### config.mk
export PLATFORM = sky130hd
export DESIGN_NAME = password_lock_controller
export DESIGN_NICKNAME = d
export VERILOG_FILES = /design/src/hw/rtl/plc_pkg.sv /design/src/hw/rtl/plc_match.sv /design/src/hw/rtl/password_lock_controller.sv
export SDC_FILE = /design/constraint.sdc
export NUM_CORES = 1
export LEC_CHECK = 0
export ABC_AREA = 1
export CAP_MARGIN = 30
export CORE_ASPECT_RATIO = 0.6
export CORE_UTILIZATION = 46
export CTS_CLUSTER_DIAMETER = 80
export DETAILED_ROUTE_END_ITERATION = 10
export DONT_BUFFER_PORTS = 1
export SLEW_MARGIN = 40
export SYNTH_ARGS = -nofsm -noshare
export SYNTH_HDL_FRONTEND = slang
export SYNTH_SLANG_ARGS = --single-unit
### constraint.sdc
create_clock -name clk -period 3.08 [get_ports clk]
set_input_delay 0.308 -clock clk [delete_from_list [all_inputs] [get_ports clk]]
set_output_delay 0.308 -clock clk [all_outputs]
set_load 0.05 [all_outputs]
### src/hw/rtl/plc_pkg.sv
// Shared types and constants for the password lock controller.
`default_nettype none

package plc_pkg;

    typedef enum logic [2:0] {
        PH_IDLE,
        PH_LOCKW,
        PH_OP,
        PH_SET,
        PH_OLD,
        PH_NEW,
        PH_ENTRY
    } phase_t;

    typedef logic [3:0] event_t;

    localparam event_t EV_IGNORED      = 4'd0;
    localparam event_t EV_AWAIT_OP     = 4'd1;
    localparam event_t EV_CHAR_TAKEN   = 4'd2;
    localparam event_t EV_PASS_SET     = 4'd3;
    localparam event_t EV_OLD_WRONG    = 4'd4;
    localparam event_t EV_OLD_RIGHT    = 4'd5;
    localparam event_t EV_NEW_SET      = 4'd6;
    localparam event_t EV_OPENED       = 4'd7;
    localparam event_t EV_WRONG_RETRY  = 4'd8;
    localparam event_t EV_LOCKED_NOW   = 4'd9;
    localparam event_t EV_LOCKED_START = 4'd10;
    localparam event_t EV_LOCK_CLEARED = 4'd11;

    localparam logic       REQ_START  = 1'b0;
    localparam logic [7:0] CHAR_ZERO  = 8'h30;
    localparam logic [7:0] CHAR_TWO   = 8'h32;
    localparam logic [2:0] TRIES_MAX  = 3'd7;
    localparam logic [2:0] TRIES_RST  = 3'd3;

endpackage

`default_nettype wire

### src/hw/rtl/plc_match.sv
// Compares the entry buffer, with the incoming character at its slot, against the password.
`default_nettype none

module plc_match #(
    parameter int PASS_LEN = 4,
    parameter int IDX_W    = 2
) (
    input  wire logic [PASS_LEN-1:0][7:0] entry,
    input  wire logic [PASS_LEN-1:0][7:0] stored,
    input  wire logic [IDX_W-1:0]         idx,
    input  wire logic [7:0]               char_in,
    output      logic                     match
);

    always_comb
    begin
        logic       all_eq;
        logic [7:0] cur;
        all_eq = 1'b1;
        for (int i = 0; i < PASS_LEN; i++)
        begin
            cur = (IDX_W'(i) == idx) ? char_in : entry[i];
            if (cur != stored[i])
            begin
                all_eq = 1'b0;
            end
        end
        match = all_eq;
    end

endmodule

`default_nettype wire

### src/hw/rtl/password_lock_controller.sv
// Password lock controller top level: input register, step logic, result register.
// An input transaction is captured in the input register, and its result is captured in the
// result register, where out_valid rises.
// Throughput: one transaction per cycle while the result is not stalled; the compare over all password characters
// and the phase update finish in the single step stage. A stalled result holds the input.
// Reset: phase idle, password all zeros, lock flag and tries cleared, try limit 3.
`default_nettype none

module password_lock_controller #(
    parameter int PASS_LEN = 4
) (
    input  wire logic       clk,
    input  wire logic       rst_n,
    input  wire logic       cfg_valid,
    output      logic       cfg_ready,
    input  wire logic [2:0] cfg_data,
    input  wire logic       in_valid,
    output      logic       in_ready,
    input  wire logic       req_type,
    input  wire logic [7:0] char_code,
    output      logic       out_valid,
    input  wire logic       out_ready,
    output      logic [3:0] event_code,
    output      logic [2:0] tries_left,
    output      logic       door_open,
    output      logic       alarm_on
);

    import plc_pkg::*;

    localparam int IDX_W = (PASS_LEN > 1) ? $clog2(PASS_LEN) : 1;
    localparam logic [IDX_W-1:0] IDX_LAST = IDX_W'(PASS_LEN - 1);

    // configuration
    logic [2:0] try_limit_reg;

    // input stage
    logic       in_valid_reg;
    logic       req_type_reg;
    logic [7:0] char_reg;

    // lock state
    phase_t                   phase_reg, phase_next;
    logic [IDX_W-1:0]         idx_reg, idx_next;
    logic [2:0]               tries_reg, tries_next;
    logic                     lock_reg, lock_next;
    logic [PASS_LEN-1:0][7:0] entry_reg;
    logic [PASS_LEN-1:0][7:0] pass_reg;

    // result stage
    logic       out_valid_reg;
    event_t     event_reg, event_next;
    logic [2:0] left_reg, left_next;
    logic       door_reg, door_next;
    logic       alarm_reg, alarm_next;

    logic proc;
    logic last;
    logic match;

    assign cfg_ready = 1'b1;
    assign proc      = in_valid_reg && (!out_valid_reg || out_ready);
    assign in_ready  = !in_valid_reg || proc;
    assign last      = (idx_reg == IDX_LAST);

    plc_match #(
        .PASS_LEN (PASS_LEN),
        .IDX_W    (IDX_W)
    ) u_match (
        .entry   (entry_reg),
        .stored  (pass_reg),
        .idx     (idx_reg),
        .char_in (char_reg),
        .match   (match)
    );

    // next state
    always_comb
    begin
        phase_next = phase_reg;
        idx_next   = idx_reg;
        tries_next = tries_reg;
        lock_next  = lock_reg;
        if (req_type_reg == REQ_START)
        begin
            idx_next   = '0;
            tries_next = '0;
            phase_next = lock_reg ? PH_LOCKW : PH_OP;
        end
        else
        begin
            case (phase_reg)
                PH_IDLE:
                begin
                    phase_next = PH_IDLE;
                end
                PH_LOCKW:
                begin
                    if (char_reg == CHAR_ZERO)
                    begin
                        lock_next = 1'b0;
                    end
                    phase_next = PH_IDLE;
                end
                PH_OP:
                begin
                    idx_next = '0;
                    if (char_reg == CHAR_ZERO)
                    begin
                        phase_next = PH_SET;
                    end
                    else if (char_reg == CHAR_TWO)
                    begin
                        phase_next = PH_OLD;
                    end
                    else
                    begin
                        phase_next = PH_ENTRY;
                    end
                end
                PH_SET, PH_NEW:
                begin
                    idx_next = last ? '0 : idx_reg + 1'b1;
                    if (last)
                    begin
                        phase_next = PH_ENTRY;
                    end
                end
                PH_OLD:
                begin
                    idx_next = last ? '0 : idx_reg + 1'b1;
                    if (last && match)
                    begin
                        phase_next = PH_NEW;
                    end
                end
                PH_ENTRY:
                begin
                    idx_next = last ? '0 : idx_reg + 1'b1;
                    if (last)
                    begin
                        if (match)
                        begin
                            phase_next = PH_IDLE;
                        end
                        else
                        begin
                            if (tries_reg != TRIES_MAX)
                            begin
                                tries_next = tries_reg + 3'd1;
                            end
                            // saturated count reaching the limit ends the session
                            if (!((tries_reg != TRIES_MAX ? tries_reg + 3'd1 : tries_reg)
                                  < try_limit_reg))
                            begin
                                lock_next  = 1'b1;
                                phase_next = PH_IDLE;
                            end
                        end
                    end
                end
                default:
                begin
                    phase_next = PH_IDLE;
                end
            endcase
        end
    end

    // result fields
    always_comb
    begin
        event_next = EV_IGNORED;
        door_next  = 1'b0;
        alarm_next = 1'b0;
        if (req_type_reg == REQ_START)
        begin
            event_next = lock_reg ? EV_LOCKED_START : EV_AWAIT_OP;
        end
        else
        begin
            case (phase_reg)
                PH_LOCKW:
                begin
                    event_next = (char_reg == CHAR_ZERO) ? EV_LOCK_CLEARED : EV_IGNORED;
                end
                PH_OP:
                begin
                    event_next = EV_CHAR_TAKEN;
                end
                PH_SET:
                begin
                    event_next = last ? EV_PASS_SET : EV_CHAR_TAKEN;
                end
                PH_NEW:
                begin
                    event_next = last ? EV_NEW_SET : EV_CHAR_TAKEN;
                end
                PH_OLD:
                begin
                    if (!last)
                    begin
                        event_next = EV_CHAR_TAKEN;
                    end
                    else
                    begin
                        event_next = match ? EV_OLD_RIGHT : EV_OLD_WRONG;
                    end
                end
                PH_ENTRY:
                begin
                    if (!last)
                    begin
                        event_next = EV_CHAR_TAKEN;
                    end
                    else if (match)
                    begin
                        event_next = EV_OPENED;
                        door_next  = 1'b1;
                    end
                    else if (lock_next)
                    begin
                        event_next = EV_LOCKED_NOW;
                        alarm_next = 1'b1;
                    end
                    else
                    begin
                        event_next = EV_WRONG_RETRY;
                    end
                end
                default:
                begin
                    event_next = EV_IGNORED;
                end
            endcase
        end
        left_next = (try_limit_reg > tries_next) ? try_limit_reg - tries_next : 3'd0;
    end

    always_ff @(posedge clk or negedge rst_n)
    begin
        if (!rst_n)
        begin
            try_limit_reg <= TRIES_RST;
            in_valid_reg  <= 1'b0;
            out_valid_reg <= 1'b0;
            phase_reg     <= PH_IDLE;
            idx_reg       <= '0;
            tries_reg     <= '0;
            lock_reg      <= 1'b0;
            pass_reg      <= '0;
        end
        else
        begin
            if (cfg_valid && cfg_ready)
            begin
                try_limit_reg <= cfg_data;
            end
            if (in_ready)
            begin
                in_valid_reg <= in_valid;
            end
            if (proc)
            begin
                out_valid_reg <= 1'b1;
            end
            else if (out_ready)
            begin
                out_valid_reg <= 1'b0;
            end
            if (proc)
            begin
                phase_reg <= phase_next;
                idx_reg   <= idx_next;
                tries_reg <= tries_next;
                lock_reg  <= lock_next;
                if (req_type_reg != REQ_START &&
                    (phase_reg == PH_SET || phase_reg == PH_NEW))
                begin
                    pass_reg[idx_reg] <= char_reg;
                end
            end
        end
    end

    // payload registers, no reset
    always_ff @(posedge clk)
    begin
        if (in_valid && in_ready)
        begin
            req_type_reg <= req_type;
            char_reg     <= char_code;
        end
        if (proc)
        begin
            event_reg <= event_next;
            left_reg  <= left_next;
            door_reg  <= door_next;
            alarm_reg <= alarm_next;
            if (req_type_reg != REQ_START &&
                (phase_reg == PH_OLD || phase_reg == PH_ENTRY))
            begin
                entry_reg[idx_reg] <= char_reg;
            end
        end
    end

    assign out_valid  = out_valid_reg;
    assign event_code = event_reg;
    assign tries_left = left_reg;
    assign door_open  = door_reg;
    assign alarm_on   = alarm_reg;

endmodule

`default_nettype wire
==> results of run 1 <==
[metal layers]
metal | routed length, um | track usage [%]
met4 | 107 | 5.79
met2 | 4860 | 31.6
met3 | 1000 | 5.43
met1 | 6410 | 38.2
met5 | 0 | 0
[power by group through the flow]
| stage | sequential, mW | clock (mW) | combinational (mW) |
|---|---|---|---|
| floorplan | 1.74 | 0 | 0.737 |
| global placement | 1.79 | 0 | 0.993 |
| detailed placement | 1.79 | 0 | 1.01 |
| CTS | 1.77 | 1.06 | 1.04 |
| global route | 1.81 | 1.12 | 1.29 |
| finish | 1.78 | 1.04 | 1.13 |
[critical path, delay by kind of cell, from the launching register on]
| family | cells | cell delay, ns |
|---|---|---|
| buffers and inverters | 2 | 0.22 |
| and+or+nand+nor | 12 | 1.06 |
| AOI/OAI and AO/OA | 1 | 0.07 |
| DFF | 1 | 0.46 |
| adders and majority gates | 3 | 0.86 |
[logic make-up after synthesis]
group,Yosys count
compound gates,63
xor+xnor,2
fa+ha+maj,11
buf+inv,108
flops,96
other cells,1
simple gates,349
[layout make-up]
class                           instances  area share [%]
Sequential cell                        96            45.4
Timing Repair Buffer                   37            5.75
Clock inverter                          6           0.748
Tap cell                              139            2.97
Inverter                               88            5.98
Clock buffer                           10            3.91
Multi-Input combinational cell        426            35.2
[cell usage after synthesis, types with 2 or more instances]
cell and number:
nand2_1 242, inv_1 81, edfxtp_1 50, nand3_1 48, dfrtp_1 44, o21ai_0 43
nor2_1 32, buf_2 13, nand2_2 11, ha_1 10, a21oi_1 9, inv_2 5
buf_6 4, nand4_1 4, o21ai_1 4, buf_4 3, a31oi_1 2, dfstp_2 2
nand2_4 2, nor2_4 2, nor3_1 2, xor2_1 2
[stage by stage]
| step | setup WS (ns) | instances | TNS, ns |
|---|---|---|---|
| floorplan | 0.268 | 630 | 0 |
| global placement | 0.0244 | 781 | 0 |
| detailed placement | -0.0657 | 781 | -0.0883 |
| CTS | 0.0138 | 799 | 0 |
| global route | -0.00496 | 802 | -0.00776 |
| finish | 0.155 | 802 | 0 |
[what timing repair did]
action / 4_1_cts / 5_1_grt
resized for setup: 3 / 38
hold buffers: 2 / 0
buffers inserted: 0 / 3
endpoints found under the setup margin: 3 / 3
pin swaps: 0 / 17
hold endpoints to repair: 46 / 0
[worst paths after layout]
kind / start / to / cells past startpoint
worst max-delay path: idx_reg[1] / tries_left[1] / 18
worst max register to register: idx_reg[1] / tries_left[1] / 18
min in group asynchronous: rst_n / pass_reg[8] / 2
max in group asynchronous: rst_n / try_limit_reg[1] / 2
worst min-delay path: cfg_valid / try_limit_reg[0] / 1
worst min register to register: phase_reg[2] / phase_reg[2] / 2
==> impl_metrics.py, run 1 <==
metrics = {
    "power": {
        "seq_power_share_pct": 45.1,
        "switching_share_pct": 35.9,
        "peakVddDrop_mv": 0.373,
        "p_switching_mw": 1.42,
        "leakagePower_nw": 2.81,
        "powerDensity_nw_per_um2": 676,
        "p_int_mw": 2.53,
        "combPwrFrac_pct": 28.6,
        "p_total_mw": 3.96,
        "p_clk_share_pct": 26.3,
    },
    "critical_path": {
        "endpoint_kind": "flip-flop",
        "worstPathArrival_ns": 3.03,
        "worst_path_max_delay_cell": "fa_2",
        "crit_type": "flip-flop to flip-flop",
        "critPathMaxFanout": 5,
        "cp_common_cell": "nand2_1",
        "crit_required_ns": 3.18,
        "start_kind": "flip-flop",
        "cpPeakStageDelay_ns": 0.51,
        "path_cells": "inv_4, ha_4, buf_6, nand2_1, nand2_1, nand2_1, nand2_1, nand2_1, nor2_1, nand2_1, nor2_4, nand2_4, nand2_4, a21oi_1, and2_1, ha_2, fa_2, nor2_1",
        "rrSetupSlack_ns": 0.15,
    },
    "clock_network": {
        "path_clk_slew_ns": 0.07,
        "cts_tree": "yes",
        "root_buffer": "clkbuf_16",
        "worstSkewPairLatency_ns": 0.34,
        "cts_max_path_buffers": 2,
        "clock_sinks": 96,
        "cts_max_level": 3,
        "cts_buffers": 9,
    },
    "run": {
        "maxCapViolations": 0,
    },
    "timing": {
        "hold_violations": 0,
        "clock_skew_ns": 0.00616,
        "worst_slew_pin_slew_ns": 0.675,
        "hold-worst-slack_ns": 0.0389,
        "setup_viol": 0,
        "slew_violations": 0,
        "slew_headroom_pct": 54.8,
        "fmax_mhz": 342,
        "final.min_clock_period_ns": 2.93,
        "fin_crit_sh_pct": 95.0,
    },
    "cells_and_area": {
        "finalCoreUtilization_pct": 54.9,
        "syn_to_final_growth_pct": 15.2,
        "seqCellArea_um2": 2660,
        "final_area_um2": 5850,
        "final_cell_mix": "nand2_1, inv_1, edfxtp_1",
        "fillers": 996,
        "final_common_cell": "nand2_1",
        "nets": 686,
        "antenna_cells": 0,
        "multiInputGateArea_um2": 2060,
        "drive_above_1_share_pct": 15.7,
    },
    "logic_synthesis": {
        "synthArstFlopShare_pct": 47.9,
        "synthFlopType": "edfxtp_1",
        "syn-num-nets": 658,
        "synth_top_area_share_pct": 29.5,
        "synth.area.top_cells": "edfxtp_1, dfrtp_1, nand2_1",
        "synth_compound_area_share_pct": 6.60,
        "synth_xor_area_share_pct": 0.345,
        "netlist_instances": 630,
        "synth.cell_area_um2": 5080,
        "synth_simple_gate_area_share_pct": 28.7,
        "avgSynthCellArea_um2": 8.07,
        "yosysWarnings": 0,
        "ys_ff_latch": 96,
        "synth_top_family_by_area": "simple AND/OR/NAND/NOR gates",
        "synth_edf_count": 50,
        "synth_area_leader_cell": "edfxtp_1",
        "synthAdderAreaFrac_pct": 2.86,
        "synth_mux_area_share_pct": 0,
        "ys_seq_area_share_pct": 52.3,
        "synth_cell_types": 37,
    },
    "detailed_routing": {
        "initialDrtViolationCount": 344,
        "drc_errors": 0,
        "ant_nets": 0,
        "viasPerCell": 5.16,
        "drt_first_pass_iters": 5,
        "vias": 4135,
        "wl_per_cell_um": 15.4,
        "wirelength_mm": 12.4,
    },
    "placed_design": {
        "numPortBuffers": 0,
        "placed_cell_area_um2": 5390,
        "dpl.hpwl_mm": 9.21,
        "gp_congestion": 0.924,
    },
    "floorplan": {
        "core-area_um2": 10700,
        "rows": 29,
        "start_util_pct": 47.6,
        "pin_count": 29,
        "dieArea_um2": 11500,
        "die-height_um": 83.4,
        "die_w_um": 138,
    },
    "grt": {
        "grtUsageTotal_pct": 23.8,
        "grt_max_degree": 47,
        "grt_first_pass_wirelength_mm": 20.3,
        "overflow": 0,
        "grt_pass1_vias": 3877,
        "antenna_found_initial": 0,
    },
    "outcome": {
        "status": "complete, no violations",
    },
    "min_path": {
        "hold_class": "primary input to flip-flop",
    },
}
Note: power is estimated with default switching activity, not from simulation.
==> inputs of run 2 (changes only) <==
clock period = 3.2 ns   (was 3.08 ns; I/O delays follow)
==> run 2 against run 1 <==
Sequential cell count is the same; non-clock buffer count is 8 lower; combinational power decreased by 12%; global-route usage is 0.36 points lower; final area decreased by 2.6%; worst setup slack lost 0.020 ns; utilization shrank 1.4 points; first-iteration DRC count increased by 28%; critical path type unchanged; die area unchanged; hold slack improved by 0.0030 ns.
==> impl_metrics.py, run 2 (synthesized netlist as in run 1, its figures left out) <==
metrics = {
    "timing": {
        "worst_slew_pin_slew_ns": 0.737,
        "fmax_mhz": 326,
        "fin_crit_sh_pct": 95.8,
        "setup_viol": 0,
        "clock_skew_ns": 0.00648,
        "hold_violations": 0,
        "final.min_clock_period_ns": 3.06,
        "slew_headroom_pct": 50.7,
        "slew_violations": 0,
        "hold-worst-slack_ns": 0.0420,
    },
    "floorplan": {
        "core-area_um2": 10700,
        "die-height_um": 83.4,
        "pin_count": 29,
        "rows": 29,
        "die_w_um": 138,
        "start_util_pct": 47.6,
        "dieArea_um2": 11500,
    },
    "power": {
        "p_clk_share_pct": 27.2,
        "p_int_mw": 2.39,
        "switching_share_pct": 36.2,
        "p_total_mw": 3.75,
        "p_switching_mw": 1.36,
        "leakagePower_nw": 2.74,
        "combPwrFrac_pct": 26.8,
        "peakVddDrop_mv": 0.309,
        "seq_power_share_pct": 46.0,
        "powerDensity_nw_per_um2": 657,
    },
    "clock_network": {
        "path_clk_slew_ns": 0.07,
        "cts_max_level": 3,
        "worstSkewPairLatency_ns": 0.34,
        "cts_max_path_buffers": 2,
        "clock_sinks": 96,
        "cts_tree": "yes",
        "root_buffer": "clkbuf_16",
        "cts_buffers": 9,
    },
    "placed_design": {
        "dpl.hpwl_mm": 9.04,
        "gp_congestion": 0.916,
        "placed_cell_area_um2": 5280,
        "placed_cells": 770,
        "numPortBuffers": 0,
    },
    "critical_path": {
        "worstPathArrival_ns": 3.17,
        "crit_type": "flip-flop to flip-flop",
        "critPathMaxFanout": 13,
        "r2r_end": "tries_left[1]",
        "rr_worst_depth": 17,
        "rrSetupSlack_ns": 0.14,
        "reg2reg_from": "idx_reg[0]",
        "start_kind": "flip-flop",
        "endpoint_kind": "flip-flop",
        "crit_required_ns": 3.30,
    },
    "detailed_routing": {
        "initialDrtViolationCount": 441,
        "ant_nets": 0,
        "drt_first_pass_iters": 5,
        "vias": 4198,
        "viasPerCell": 5.29,
        "wl_per_cell_um": 16.0,
        "drc_errors": 0,
        "wirelength_mm": 12.7,
    },
    "min_path": {
        "hold_class": "primary input to flip-flop",
        "whs_path_depth": 1,
        "min-delay-start": "cfg_valid",
        "min_to": "try_limit_reg[0]",
    },
    "cells_and_area": {
        "final_area_um2": 5700,
        "final_common_cell": "nand2_1",
        "nets": 678,
        "layout.cells.non_filler": 794,
        "syn_to_final_growth_pct": 12.3,
        "final_cell_mix": "nand2_1, inv_1, edfxtp_1",
        "antenna_cells": 0,
        "finalCoreUtilization_pct": 53.5,
        "drive_above_1_share_pct": 12.4,
        "fillers": 980,
    },
    "run": {
        "maxCapViolations": 0,
    },
    "outcome": {
        "status": "complete, no violations",
    },
    "grt": {
        "grt_max_degree": 47,
        "grtUsageTotal_pct": 23.4,
        "grt_first_pass_wirelength_mm": 19.9,
        "antenna_found_initial": 0,
        "overflow": 0,
        "grt_pass1_vias": 3756,
    },
}
## run 2: power by group through the flow
stage	combinational [mW]	clock (mW)	sequential, mW
final	1.00	1.02	1.72
after global routing	1.14	1.08	1.74
after CTS	0.930	1.04	1.71
after detailed placement	0.904	0	1.74
after global placement	0.884	0	1.73
after floorplan	0.710	0	1.67
## run 2: worst max path at each step
stage,from,cells after the start,slack [ns],to
after global routing,idx_reg[0],20,-0.003,tries_left[1]
after global placement,idx_reg[0],19,0.15,tries_left[2]
after CTS,idx_reg[0],19,0.06,tries_left[2]
after detailed placement,idx_reg[0],19,0.09,tries_left[2]
final,idx_reg[0],17,0.14,tries_left[1]
after floorplan,idx_reg[0],21,0.39,tries_left[2]
## run 2: area by class of cell
type / count / area [um2] / area share, %
clock buffer: 9 / 225 / 3.95
tap: 139 / 174 / 3.05
timing repair buffer: 29 / 248 / 4.34
clock inverter: 7 / 53.8 / 0.943
multi-input combinational: 426 / 2010 / 35.2
sequential: 96 / 2660 / 46.5
inverter: 88 / 340 / 5.97
## run 2: per-layer routing
layer	vias up	GRT usage, %	share of wire, %
met5	-	0	0
met4	0	4.70	1.1
met3	20	7.14	9.2
met2	199	29.8	38
met1	1954	38.0	51
li1	2025	-	-
## run 2: worst max-delay path: stages, from the launching register on
cell and delay [ns]:
dfrtp_1 0.44, ha_1 0.26, buf_6 0.20, nand2_1 0.11
nand2_1 0.13, nand2_1 0.05, nand2_1 0.07, nand2_1 0.09
nor2_1 0.12, nand2_1 0.10, nor2_4 0.13, nand2_4 0.07
nand2_4 0.08, a21oi_1 0.08, and2_1 0.15, ha_2 0.19
fa_2 0.51, nor2_1 0.04
## run 2: metrics by stage
stage,TNS (ns),setup slack [ns]
6_report,0,0.135
5_1_grt,-0.00313,-0.00313
4_1_cts,0,0.0593
3_5_place_dp,0,0.0873
3_3_place_gp,0,0.153
2_1_floorplan,0,0.388
## run 2: repair_timing
action / CTS / global route
setup endpoints to repair: 0 / 3
setup buffers: 0 / 6
hold buffers: 2 / 0
endpoints found under the hold margin: 46 / 0
gates resized for setup: 0 / 18
==> inputs of run 3 (changes only) <==
ABC_AREA = not set   (was 1)
MAX_ROUTING_LAYER = met4   (was not set)
==> run 3 against run 2 <==
The run now ends with setup timing left; final cell count shrank 28%; largest cell class unchanged; total power grew 22%; synthesized cell count shrank 39%; routed wire length shrank 11%; register-to-register slack lost 0.37 ns; area after synthesis shrank 4.7%; highest routed layer unchanged; largest power group unchanged; sequential cell count is the same; first-iteration DRC count shrank 13%; worst setup slack lost 0.37 ns; final area grew 2.6%.
==> impl_metrics.py, run 3 <==
metrics = {
    "critical_path": {
        "critPathMaxFanout": 3,
        "worst_path_max_delay_cell": "fa_2",
        "path_buf_inv": 3,
        "cpPeakStageDelay_ns": 0.51,
        "crit_required_ns": 3.31,
        "cp_common_cell": "ha_4",
        "endpoint_kind": "flip-flop",
        "crit_type": "flip-flop to flip-flop",
        "cp_top_family": "adder cells",
        "start_kind": "flip-flop",
        "path_cells": "buf_12, ha_4, buf_6, mux2i_2, xnor2_1, nor4_1, buf_4, nand4_1, nor2_4, or2_1, mux2_4, ha_4, fa_2, nor2_1",
        "worstPathArrival_ns": 3.55,
    },
    "timing": {
        "fmax_mhz": 291,
        "setup_viol": 3,
        "hold_violations": 0,
        "slew_violations": 0,
        "slew_headroom_pct": 54.9,
        "clock_skew_ns": 0.00949,
        "setup_ws_ns": -0.233,
        "fin_crit_sh_pct": 107,
        "final.min_clock_period_ns": 3.43,
        "worst_slew_pin_slew_ns": 0.677,
        "rsz0062_at_grt": "yes",
    },
    "logic_synthesis": {
        "synthFlopType": "edfxtp_1",
        "ys_ff_latch": 96,
        "netlist_instances": 382,
        "synth.cell_area_um2": 4840,
        "synth_compound_area_share_pct": 6.69,
        "synthArstFlopShare_pct": 47.9,
        "synth_edf_count": 50,
        "synth_cell_types": 61,
        "synthAdderAreaFrac_pct": 3.00,
        "avgSynthCellArea_um2": 12.7,
        "synth.area.top_cells": "edfxtp_1, dfrtp_1, mux2_1",
        "yosysMostFrequentCell": "edfxtp_1",
        "synth_simple_gate_area_share_pct": 10.1,
        "synth_top_family_by_area": "multiplexers",
        "synth_xor_area_share_pct": 6.33,
        "synth_area_leader_cell": "edfxtp_1",
        "synth_common_cells": "edfxtp_1, dfrtp_1, mux2_1, mux2i_1, xnor2_1",
        "synth_mux_area_share_pct": 15.2,
        "synth_top_area_share_pct": 31.0,
        "yosysWarnings": 0,
        "ys_seq_area_share_pct": 54.8,
        "syn-num-nets": 410,
    },
    "clock_network": {
        "cts_tree": "yes",
        "clock_sinks": 96,
        "worstSkewPairLatency_ns": 0.35,
        "root_buffer": "clkbuf_16",
        "cts_max_level": 3,
        "cts_buffers": 9,
        "path_clk_slew_ns": 0.07,
        "cts_max_path_buffers": 2,
    },
    "grt": {
        "grt_first_pass_wirelength_mm": 17.6,
        "overflow": 0,
        "grt_max_degree": 47,
        "grt_pass1_vias": 3005,
        "grtUsageTotal_pct": 23.5,
        "antenna_found_initial": 0,
    },
    "power": {
        "p_switching_mw": 1.57,
        "powerDensity_nw_per_um2": 781,
        "p_clk_share_pct": 23.2,
        "seq_power_share_pct": 39.6,
        "leakagePower_nw": 2.33,
        "switching_share_pct": 34.3,
        "combPwrFrac_pct": 37.2,
        "peakVddDrop_mv": 0.395,
        "p_int_mw": 3.00,
    },
    "placed_design": {
        "gp_congestion": 0.896,
        "dp_slack_ns": -0.371,
        "numPortBuffers": 0,
        "dpl.hpwl_mm": 8.04,
        "placed_cells": 544,
        "placed_cell_area_um2": 5270,
    },
    "detailed_routing": {
        "viasPerCell": 5.60,
        "vias": 3217,
        "drt_first_pass_iters": 5,
        "wirelength_mm": 11.3,
        "wl_per_cell_um": 19.7,
        "initialDrtViolationCount": 383,
        "ant_nets": 0,
        "drc_errors": 0,
    },
    "outcome": {
        "status": "complete, but fails checks",
        "violations": "setup timing",
    },
    "run": {
        "maxCapViolations": 0,
    },
    "floorplan": {
        "die_w_um": 134,
        "dieArea_um2": 11000,
        "rows": 28,
        "core-area_um2": 10100,
        "pin_count": 29,
        "die-height_um": 81.5,
        "start_util_pct": 48.2,
    },
    "cells_and_area": {
        "layout.cells.non_filler": 574,
        "antenna_cells": 0,
        "drive_above_1_share_pct": 26.0,
        "final_cell_mix": "buf_4, edfxtp_1, dfrtp_1",
        "syn_to_final_growth_pct": 20.8,
        "final_area_um2": 5850,
        "fillers": 806,
        "nets": 462,
        "final_common_cell": "buf_4",
    },
    "min_path": {
        "hold_class": "primary input to flip-flop",
    },
}
[run 3: final timing paths]
check,from,to,slack (ns),cells past startpoint
setup / recovery,idx_reg[0],tries_left[1],-0.23,14
min in group asynchronous,rst_n,pass_reg[8],0.50,2
hold reg to reg,in_valid_reg,out_valid,0.50,1
hold / removal,cfg_valid,try_limit_reg[1],0.03,1
max in group asynchronous,rst_n,try_limit_reg[0],2.42,2
setup reg to reg,idx_reg[0],tries_left[1],-0.23,14
[run 3: layout make-up]
| class | count | area, um2 | share of cell area (%) |
|---|---|---|---|
| flip-flops and latches | 96 | 2660 | 45.4 |
| well taps | 135 | 169 | 2.89 |
| repair buffers | 64 | 547 | 9.35 |
| multi-input cells | 250 | 2140 | 36.5 |
| clock buffers | 10 | 229 | 3.91 |
| clock inverters | 6 | 60.1 | 1.03 |
| inverters | 13 | 51.3 | 0.877 |
[run 3: logic make-up after synthesis]
| kind of cell | count (synthesis) |
|---|---|
| fa+ha+maj | 11 |
| other cells | 1 |
| simple gates | 86 |
| xor+xnor | 35 |
| compound gates | 48 |
| buf+inv | 36 |
| mux | 69 |
| flops | 96 |
[run 3: what timing repair did]
| action | in CTS | in global routing |
|---|---|---|
| cloned | 0 | 0 |
| pin swaps | 14 | 5 |
| endpoints found under the setup margin | 3 | 3 |
| resized for setup | 21 | 9 |
| hold buffers | 2 | 0 |
| hold endpoints to repair | 46 | 0 |
| setup buffers | 7 | 5 |
[run 3: power groups by stage]
| stage | clock, mW | sequential (mW) | combinational, mW |
|---|---|---|---|
| final | 1.06 | 1.81 | 1.70 |
| after global routing | 1.12 | 1.84 | 1.83 |
| after CTS | 1.08 | 1.80 | 1.61 |
| after detailed placement | 0 | 1.82 | 1.45 |
| after global placement | 0 | 1.81 | 1.43 |
| after floorplan | 0 | 1.75 | 1.07 |
[run 3: stage by stage]
step | setup TNS (ns) | total power, mW | util, % | hold WS (ns)
2_1_floorplan | 0 | 2.82 | - | 0.0244
3_3_place_gp | -0.773 | 3.24 | 52.4 | 0.0258
3_5_place_dp | -0.994 | 3.27 | 52.4 | 0.0260
4_1_cts | -0.480 | 4.49 | 57.2 | 0.0193
5_1_grt | -0.920 | 4.79 | 58.2 | 0.0160
6_report | -0.630 | 4.57 | 58.2 | 0.0280
[run 3: worst reg2reg max path, delay by kind of cell, from the launching register on]
family | cells | cell delay, ns
XOR/XNOR | 1 | 0.13
adder cells (fa/ha/maj) | 3 | 0.85
buffers and inverters | 3 | 0.46
flip-flops | 1 | 0.46
multiplexers | 2 | 0.47
AND/OR/NAND/NOR | 5 | 0.85
[run 3: layer usage]
layer	wire [um]	track usage (%)	vias to the layer above
met4	94	5.28	0
met1	6160	37.7	1595
met3	758	5.43	13
met5	0	-	-
met2	4280	28.7	125
li1	-	-	1484
